`src/design/gsbp_pkg.sv`:
```
// gsbp_pkg: shared types, constants and codes for the gshare predictor with btb
// no dependencies; imported by every module of the block
package gsbp_pkg;

   localparam int BTB_INDEX_BITS_DEF = 10;
   localparam int HISTORY_BITS_DEF   = 8;
   localparam int ADDR_W             = 64;

   localparam logic [ADDR_W-1:0] PC_STEP = 64'd4;
   localparam logic [1:0]        CTR_MAX = 2'b11;
   localparam logic [1:0]        CTR_MIN = 2'b00;

   // mode codes of a request beat
   localparam logic MODE_PREDICT = 1'b0;
   localparam logic MODE_UPDATE  = 1'b1;

   typedef struct packed {
      logic              mode;
      logic [ADDR_W-1:0] pc;
      logic [ADDR_W-1:0] branch_target;
      logic              was_taken;
      logic              is_conditional;
   } req_type;

   typedef struct packed {
      logic [ADDR_W-1:0] next_pc;
      logic              predicted_taken;
   } rsp_type;

   typedef struct packed {
      logic [ADDR_W-1:0] tag;
      logic              cond;
      logic [ADDR_W-1:0] dest;
   } btb_entry_type;

   typedef enum logic [1:0] {
      ST_CLEAR,
      ST_IDLE,
      ST_EXEC
   } state_type;

   typedef struct packed {
      logic clear_en;
      logic capture;
      logic load_rsp;
      logic do_update;
   } cmd_type;

   typedef struct packed {
      logic clear_last;
      logic is_update;
   } status_type;

endpackage

```
`src/design/gsbp_controller.sv`:
```
// gsbp_controller: sequencing state machine and result valid register
// depends on gsbp_pkg
module gsbp_controller
   import gsbp_pkg::*;
(
   input  logic       clock,
   input  logic       reset,
   input  logic       req_valid,
   output logic       req_stall,
   output logic       rsp_valid,
   input  logic       rsp_stall,
   input  status_type status,
   output cmd_type    cmd
);

   state_type state_ff, state_in;
   logic      rsp_valid_ff, rsp_valid_in;
   logic      rsp_free;

   assign rsp_free = !rsp_valid_ff || !rsp_stall;

   always_ff @(posedge clock) begin
      if (reset) begin
         state_ff     <= ST_CLEAR;
         rsp_valid_ff <= 1'b0;
      end else begin
         state_ff     <= state_in;
         rsp_valid_ff <= rsp_valid_in;
      end
   end

   always_comb begin
      state_in  = state_ff;
      cmd       = '0;
      req_stall = 1'b1;
      case (state_ff)
         ST_CLEAR: begin
            cmd.clear_en = 1'b1;
            if (status.clear_last) begin
               state_in = ST_IDLE;
            end
         end
         ST_IDLE: begin
            req_stall = 1'b0;
            if (req_valid) begin
               cmd.capture = 1'b1;
               state_in    = ST_EXEC;
            end
         end
         ST_EXEC: begin
            if (status.is_update) begin
               cmd.do_update = 1'b1;
               state_in      = ST_IDLE;
            end else if (rsp_free) begin
               cmd.load_rsp = 1'b1;
               state_in     = ST_IDLE;
            end
         end
         default: begin
            state_in = ST_CLEAR;
         end
      endcase
   end

   always_comb begin
      if (cmd.load_rsp) begin
         rsp_valid_in = 1'b1;
      end else begin
         rsp_valid_in = rsp_valid_ff && rsp_stall;
      end
   end

   assign rsp_valid = rsp_valid_ff;

endmodule

```
`config.mk`:
```
export PLATFORM = sky130hd
export DESIGN_NAME = gsbp_controller
export DESIGN_NICKNAME = d
export VERILOG_FILES = /design/src/design/gsbp_pkg.sv /design/src/design/gsbp_controller.sv
export SDC_FILE = /design/constraint.sdc
export NUM_CORES = 1
export LEC_CHECK = 0
export BUFFER_PORTS_ARGS = -buffer_cell sky130_fd_sc_hd__buf_2
export CAP_MARGIN = 20
export CORE_AREA = 2 2 39 41
export CTS_BUF_LIST = sky130_fd_sc_hd__clkbuf_16
export CTS_CLUSTER_SIZE = 16
export DETAILED_ROUTE_END_ITERATION = 12
export DIE_AREA = 0 0 41 43
export PLACE_DENSITY = 0.41
export RECOVER_POWER = 100
export SLEW_MARGIN = 20
export SYNTH_ARGS = -nofsm -noshare
export SYNTH_HDL_FRONTEND = slang
export SYNTH_SLANG_ARGS = --single-unit
```
`constraint.sdc`:
```
create_clock -name clock -period 3.3 [get_ports clock]
set_clock_uncertainty 0.1 [all_clocks]
set_input_delay 0.66 -clock clock [delete_from_list [all_inputs] [get_ports clock]]
set_output_delay 0.66 -clock clock [all_outputs]
set_load 0.02 [all_outputs]
```
# Word level (Yosys, flattened, before mapping)
# Cells that the tools add are included.
# totals
out_inout_bits,6
ff_bits,3
inputBits,6
# op_classes
mux,14
n_eq_ne,5
n_reduce_logical,6
# op_table
cell,count
$mux 2,5
$mux 1,8
$pmux 2 s3,1
$ne 2x2->1 const B,2
$ne 3x3->1 const B,1
$reduce_and 3->1,1
$eq 2x1->1 const B,1
$eq 2x2->1 const B,1
$logic_not 1->1,2
$logic_not 2->1,1
$logic_and 1x1->1,1
$logic_or 1x1->1,1

# Logic depth before layout (Yosys ltp)
# Gate-level depths: netlist (run 1).
# depth
ltp_word,6
ltp_mapped,2
ltp_nobuf,2

# Worst setup path after synthesis (run 1)
# OpenSTA, ideal clock, no wires.
# synth_timing
path_type,input to output
from,input status[0] (netlist name)
to,output cmd[1] (netlist name)
stages,2
t_required_ns,2.540
n_path_buf,0
arrival_ns,1.396
slack_ns,1.144
path_cell_list,or3b_1 > a21oi_1
# synth_lines
element,line,text
from (decl),gsbp_controller.sv:12,"input status_type status,"
to (decl),gsbp_controller.sv:13,output cmd_type cmd

==> run_results.csv, run 1 <==
group,metric,value,unit
setup_path,critical_path_class,"input port to output port",
synth,syn_nets,24,
global_routing,grt_pass1_vias,168,
floorplanning,start_util,11.4,%
route,viasPerCell,3.78,
timing,hold_viol_final,0,
power,p_int,0.000201,W
synth,yosys_warnings,0,
placed_design,routabilityCongestion,0.556,
route,drt_pass1_iterations,4,
run_status,status,"complete, no violations",
run,maxCapViolations,0,
timing,worstMarginPinSlew,0.269,ns
route,drc,0,
cts,htree_num_levels,1,
synth,synth.mux.area_fraction,0,%
setup_path,cp_num_cells,4,
worst_hold_path,hp-class,"flip-flop to flip-flop",
timing,hold_ws,0.408,ns
synth,synth.cell_area,158,µm²
power,ir_drop,0.217,mV
cells_and_area,drive_gt1_share,18.2,%
floorplanning,die-area,1760,µm²
synth,syn_area_per_cell,8.76,µm²
synth,synth_compound_area_share,17.5,%
setup_path,worstPathCellList,"clkbuf_1 -> or3b_1 -> a21oi_1 -> clkbuf_1",
synth,ys_seq_area_share,38.1,%
route,avgRoutedWirePerCell,9.71,µm
timing,max_slew_margin,81.8,%
placed_design,io_buffers,11,
route,wl,476,µm
cts,root_buffer,"clkbuf_16",
setup_path,start_kind,"input port",
cells_and_area,fin_nets,40,
synth,ys_top_cells_by_area,"dfxtp_1 38%, nor2_1 7.1%, a21oi_1 6.3%, and4b_1 6.3%, or4b_1 6.3%",
floorplanning,placementRows,14,
timing,setup_violations,0,
power,power_frac_seq,16.5,%
setup_path,crit_top_cell,"clkbuf_1",
route,drt_iter0_drc,5,
worst_hold_path,holdPathStages,2,
cells_and_area,area_growth,91.3,%
timing,layout_min_cycle_time,2.30,ns
setup_path,crit_buf_inv,2,
global_routing,grt_max_degree,8,
synth,yosysTopAreaCellShare,38.1,%
cts,cts_tree,"built",
cts,clock_tree.buffer_depth,2,
timing,slew_viol_final,0,
global_routing,grt_antenna_before_repair,0,
setup_path,path_delay_family,"simple AND/OR/NAND/NOR gates",
setup_path,path_max_fanout,3,
setup_path,crit_path_max_incr_delay,0.40,ns
power,p_sw,0.0000457,W
global_routing,gr-usage-all-layers,6.64,%
cts,ctsResizeCount,0,
synth,synth_xor_area_share,0,%
route,vias,185,
floorplanning,ios,12,
synth,synth_fa_ha_area_share,0,%
route,drtAntennaViolNets,0,
setup_path,worstPathArrival,1.54,ns
power,p_leak,0.125,nW
synth,ys_ff_latch,3,
timing,max_freq,434,MHz
power,swShare,18.5,%
setup_path,end_kind,"output port",
setup_path,crit_slowest_cell,"or3b_1",
global_routing,grt_pass1_wl,710,µm
cts,clkSinkCount,3,
synth,syn_inst,18,
synth,synthFlopType,"dfxtp_1",
synth,async_flop_share,0,%
cts,clkTransAtPathRegs,0.03,ns
cells_and_area,fillers,154,
synth,synth_largest_area_cell,"dfxtp_1",
cts,numCtsBuffers,3,
setup_path,reg2reg_slack,2.14,ns
synth,synth_edf_count,0,
synth,synth_top_family_by_area,"simple AND/OR/NAND/NOR gates",
setup_path,rr_worst_depth,2,
setup_path,crit_end,"cmd[1]",
cts,hold_buffers,0,
setup_path,r2r_start,"state_ff[1]",
timing,min_period_over_period,69.8,%
synth,ys_types,13,
cts,clk_latency,0.22,ns
floorplanning,die_w,41,µm
placed_design,dp_hpwl,348,µm
timing,final.setup.tns,0,ns
cells_and_area,antenna-diode-count,0,
floorplanning,fp.dieH,43,µm
power,p_clk_share,76.1,%
cts,cts_setup_buffers,0,
power,comb_power_share,7.5,%
floorplanning,core-area,1380,µm²
setup_path,r2r_end,"state_ff[1]",
setup_path,required,2.54,ns
power,p_per_area,819,nW/µm²
setup_path,startpoint,"status[0]",
synth,synthTopCellsByCount,"3 x dfxtp_1, 3 x nor2_1, 2 x a21oi_1",
global_routing,grt_overflow,0,
timing,rsz0062_at_grt,"false",
synth,synth-simple-area-share,42.1,%
flip-flops by register name (all words and copies together), names as in the netlist:
register	count
state_ff	2
rsp_valid	1
per-stage QoR:
| stage | power (W) | utilization, % | std cells | worst slack (ns) | cell area [µm²] |
|---|---|---|---|---|---|
| floorplan | 0.0000516 | - | 18 | 1.14 | 158 |
| global placement | 0.0000614 | 16.8 | 45 | 1.07 | 233 |
| detailed placement | 0.0000609 | 16.8 | 45 | 1.07 | 233 |
| CTS | 0.000252 | 22.5 | 49 | 1.07 | 312 |
| global route | 0.000258 | 21.8 | 49 | 0.942 | 302 |
| finish | 0.000247 | 21.8 | 49 | 0.997 | 302 |
layout make-up:
cell class,instances,area [µm²],share of cell area (%)
Inverter,1,3.75,1.24
Timing Repair Buffer,11,45.0,14.9
Clock inverter,1,3.75,1.24
Clock buffer,3,75.1,24.9
Tap cell,16,20.0,6.64
Sequential cell,3,60.1,19.9
Multi-Input combinational cell,14,93.8,31.1
logic make-up (layout without fill, tap and decap cells):
logic type             count (synthesis)  count (layout)
and+or+nand+nor                       10              10
AOI/OAI and AO/OA                      4               4
DFF                                    3               3
buffers and inverters                  1              16
layout by cell type (no fill, tap or decap):
master / instances
or3b_1: 1
nand3b_1: 1
a21oi_1: 2
buf_2: 3
or4b_1: 1
o41ai_1: 1
nor2_1: 3
nand2_1: 1
and4b_1: 1
nand2b_1: 1
o32ai_1: 1
dfxtp_1: 3
inv_1: 2
clkbuf_16: 3
and3b_1: 1
clkbuf_1: 8
per-layer routing:
| layer | share of wire (%) | wire [µm] | GRT usage [%] |
|---|---|---|---|
| met2 | 38 | 179 | 7.19 |
| met1 | 49 | 233 | 8.09 |
| met4 | 0 | 0 | 6.00 |
| met3 | 13 | 63 | 4.71 |
| met5 | 0 | 0 | 0 |
power groups by stage:
stage	sequential, W	combinational [W]	clock (W)
floorplan	0.0000409	0.0000107	0
global placement	0.0000413	0.0000201	0
detailed placement	0.0000411	0.0000198	0
CTS	0.0000406	0.0000199	0.000191
global route	0.0000413	0.0000205	0.000196
finish	0.0000406	0.0000184	0.000188
tightest hold or removal path: cells and delay by family, from the launching register on:
kind,cells,cell delay [ns]
flip-flops,1,0.33
AND/OR/NAND/NOR,1,0.07
AO/OA/AOI/OAI,1,0.05
worst min-delay path by stage:
stage	end	startpoint	slack (ns)
finish	rsp_valid	rsp_valid	0.41
CTS	rsp_valid	rsp_valid	0.40
detailed placement	rsp_valid	rsp_valid	0.40
global route	rsp_valid	rsp_valid	0.45
global placement	rsp_valid	rsp_valid	0.41
floorplan	state_ff[0]	state_ff[0]	0.39
Note: power is estimated with default switching activity, not from simulation.
==> run 2, diff against run 1 <==
==> constraint.sdc (replaced) <==
create_clock -name clock -period 2.15 [get_ports clock]
set_clock_uncertainty 0.1 [all_clocks]
set_input_delay 0.43 -clock clock [delete_from_list [all_inputs] [get_ports clock]]
set_output_delay 0.43 -clock clock [all_outputs]
set_load 0.02 [all_outputs]
==> run 2 against run 1 <==
  * Die area unchanged
  * Global-route usage increased by 0.57 points
  * Critical endpoint unchanged
  * Largest cell class unchanged
  * First-iteration DRC count down 40%
  * Utilization increased by 0.18 points
  * Power rose by 55%
  * Combinational power up 58%
  * Sequential share of layout area decreased by 0.16 points
  * Design area increased by 0.83%
  * Hold slack worse by 0.077 ns
  * Clock power rose by 55%
==> run_results.csv, run 2 (synthesis gave the netlist of run 1 again) <==
group,metric,value,unit
floorplanning,die_w,41,µm
power,comb_power_share,7.6,%
run,maxCapViolations,0,
power,p_per_area,1260,nW/µm²
global_routing,met1_usage,6.07,%
floorplanning,die-area,1760,µm²
timing,final.setup.tns,0,ns
power,ir_drop,0.276,mV
cts,clkTransAtPathRegs,0.03,ns
run_status,status,"complete, no violations",
global_routing,grt_pass1_vias,182,
timing,hold_viol_final,0,
route,avgRoutedWirePerCell,10.6,µm
power,p_leak,0.131,nW
placed_design,io_buffers,11,
cts,htree_num_levels,1,
cells_and_area,final_common_cell,"clkbuf_1",
worst_hold_path,hp-class,"input port to flip-flop",
route,viasPerCell,4.02,
global_routing,grt_pass1_wl,710,µm
placed_design,dp_hpwl,378,µm
power,p_sw,0.0000739,W
route,drc,0,
cts,root_buffer,"clkbuf_16",
setup_path,end_kind,"output port",
cts,numCtsBuffers,3,
timing,slew_viol_final,0,
global_routing,grt_max_degree,8,
power,power_frac_seq,16.4,%
setup_path,r2r_start,"state_ff[1]",
floorplanning,placementRows,14,
timing,min_period_over_period,91.0,%
cts,clk_latency,0.22,ns
placed_design,placed_cells,45,
cts,cts_tree,"built",
global_routing,top_usage_layer,"met4",
setup_path,required,1.62,ns
timing,layout_setup_ws,0.193,ns
route,drtAntennaViolNets,0,
worst_hold_path,worst_hold_path.endpoint,"rsp_valid",
global_routing,gr-usage-all-layers,7.21,%
power,p_clk_share,76.1,%
cells_and_area,fin_nets,40,
route,drt_iter0_drc,3,
cells_and_area,largest_reg_flops,2,
cells_and_area,layout_common_cells,"6 x clkbuf_1, 5 x buf_2, 3 x nor2_1, 3 x clkbuf_16, 3 x dfxtp_1",
route,wl,520,µm
placed_design,pre_cts_ws,0.377,ns
global_routing,gr-usage-met2,8.13,%
power,power,0.000383,W
global_routing,grt_antenna_before_repair,0,
cts,ctsResizeCount,0,
floorplanning,ios,12,
cells_and_area,area_growth,92.9,%
timing,max_freq,511,MHz
setup_path,critical_path_class,"flip-flop to output port",
route,drt_pass1_iterations,4,
timing,worstMarginPinSlew,0.264,ns
global_routing,grtUsageMet3,6.28,%
setup_path,start_kind,"flip-flop",
floorplanning,core-area,1380,µm²
cts,cts_setup_buffers,0,
cts,clkSinkCount,3,
setup_path,rr_worst_depth,2,
cts,clock_tree.buffer_depth,2,
floorplanning,fp.dieH,43,µm
cells_and_area,drive_gt1_share,24.2,%
power,p_int,0.000310,W
placed_design,routabilityCongestion,0.580,
cells_and_area,fillers,160,
route,vias,197,
cells_and_area,antenna-diode-count,0,
cts,hold_buffers,0,
global_routing,grt_overflow,0,
power,swShare,19.3,%
worst_hold_path,holdPathStages,2,
setup_path,path_max_fanout,7,
timing,max_slew_margin,82.2,%
floorplanning,start_util,11.4,%
timing,layout_min_cycle_time,1.96,ns
timing,rsz0062_at_grt,"false",
cells_and_area,regMostFlops,"state_ff",
cells_and_area,stdcell_count,49,
timing,setup_violations,0,
worst_hold_path,min_from,"reset",
setup_path,r2r_end,"state_ff[1]",
setup_path,reg2reg_slack,1.00,ns
setup_path,worstPathArrival,1.43,ns
run 2: cell count changes in the layout (fill, tap and decap cells not counted), sizes merged:
cell | before | now
buf | 3 | 5
clkbuf | 11 | 9
run 2: power by group through the flow:
stage / combinational [W] / sequential [W] / clock, W
after floorplan: 0.0000164 / 0.0000627 / 0
after global placement: 0.0000310 / 0.0000634 / 0
after detailed placement: 0.0000307 / 0.0000632 / 0
after CTS: 0.0000308 / 0.0000625 / 0.000295
after global routing: 0.0000322 / 0.0000631 / 0.000303
final: 0.0000290 / 0.0000627 / 0.000292
run 2: how the worst max path moves through the flow:
stage | start | end | slack (ns) | depth (start not counted)
after floorplan | status[0] | cmd[1] | 0.45 | 2
after global placement | status[0] | cmd[1] | 0.38 | 4
after detailed placement | status[0] | cmd[1] | 0.38 | 4
after CTS | state_ff[1] | cmd[1] | 0.28 | 3
after global routing | state_ff[1] | cmd[1] | 0.12 | 3
final | state_ff[1] | cmd[1] | 0.19 | 3
run 2: final cells by class:
| cell class | instances | area [µm²] | share of cell area (%) |
|---|---|---|---|
| clock buffers | 3 | 75.1 | 24.7 |
| clock inverters | 1 | 3.75 | 1.23 |
| inverters | 1 | 3.75 | 1.23 |
| multi-input cells | 14 | 93.8 | 30.9 |
| flip-flops and latches | 3 | 60.1 | 19.8 |
| well taps | 16 | 20.0 | 6.58 |
| repair buffers | 11 | 47.5 | 15.6 |
run 2: metrics by stage:
stage	utilization, %	hold slack (ns)	area [µm²]
after detailed placement	16.8	0.405	233
after global placement	16.8	0.411	233
after floorplan	-	0.388	158
after global routing	22.0	0.343	304
after CTS	22.5	0.328	312
final	22.0	0.331	304
run 2: critical path: stages (launching register included):
cell      delay (ns)
dfxtp_1         0.39
or3b_1          0.40
a21oi_1         0.16
clkbuf_1        0.25
run 2: metal layers:
metal | share of wire (%) | wire length [µm]
met5 | 0 | 0
met4 | 5.0 | 26
met3 | 18 | 91
met2 | 33 | 174
met1 | 44 | 227
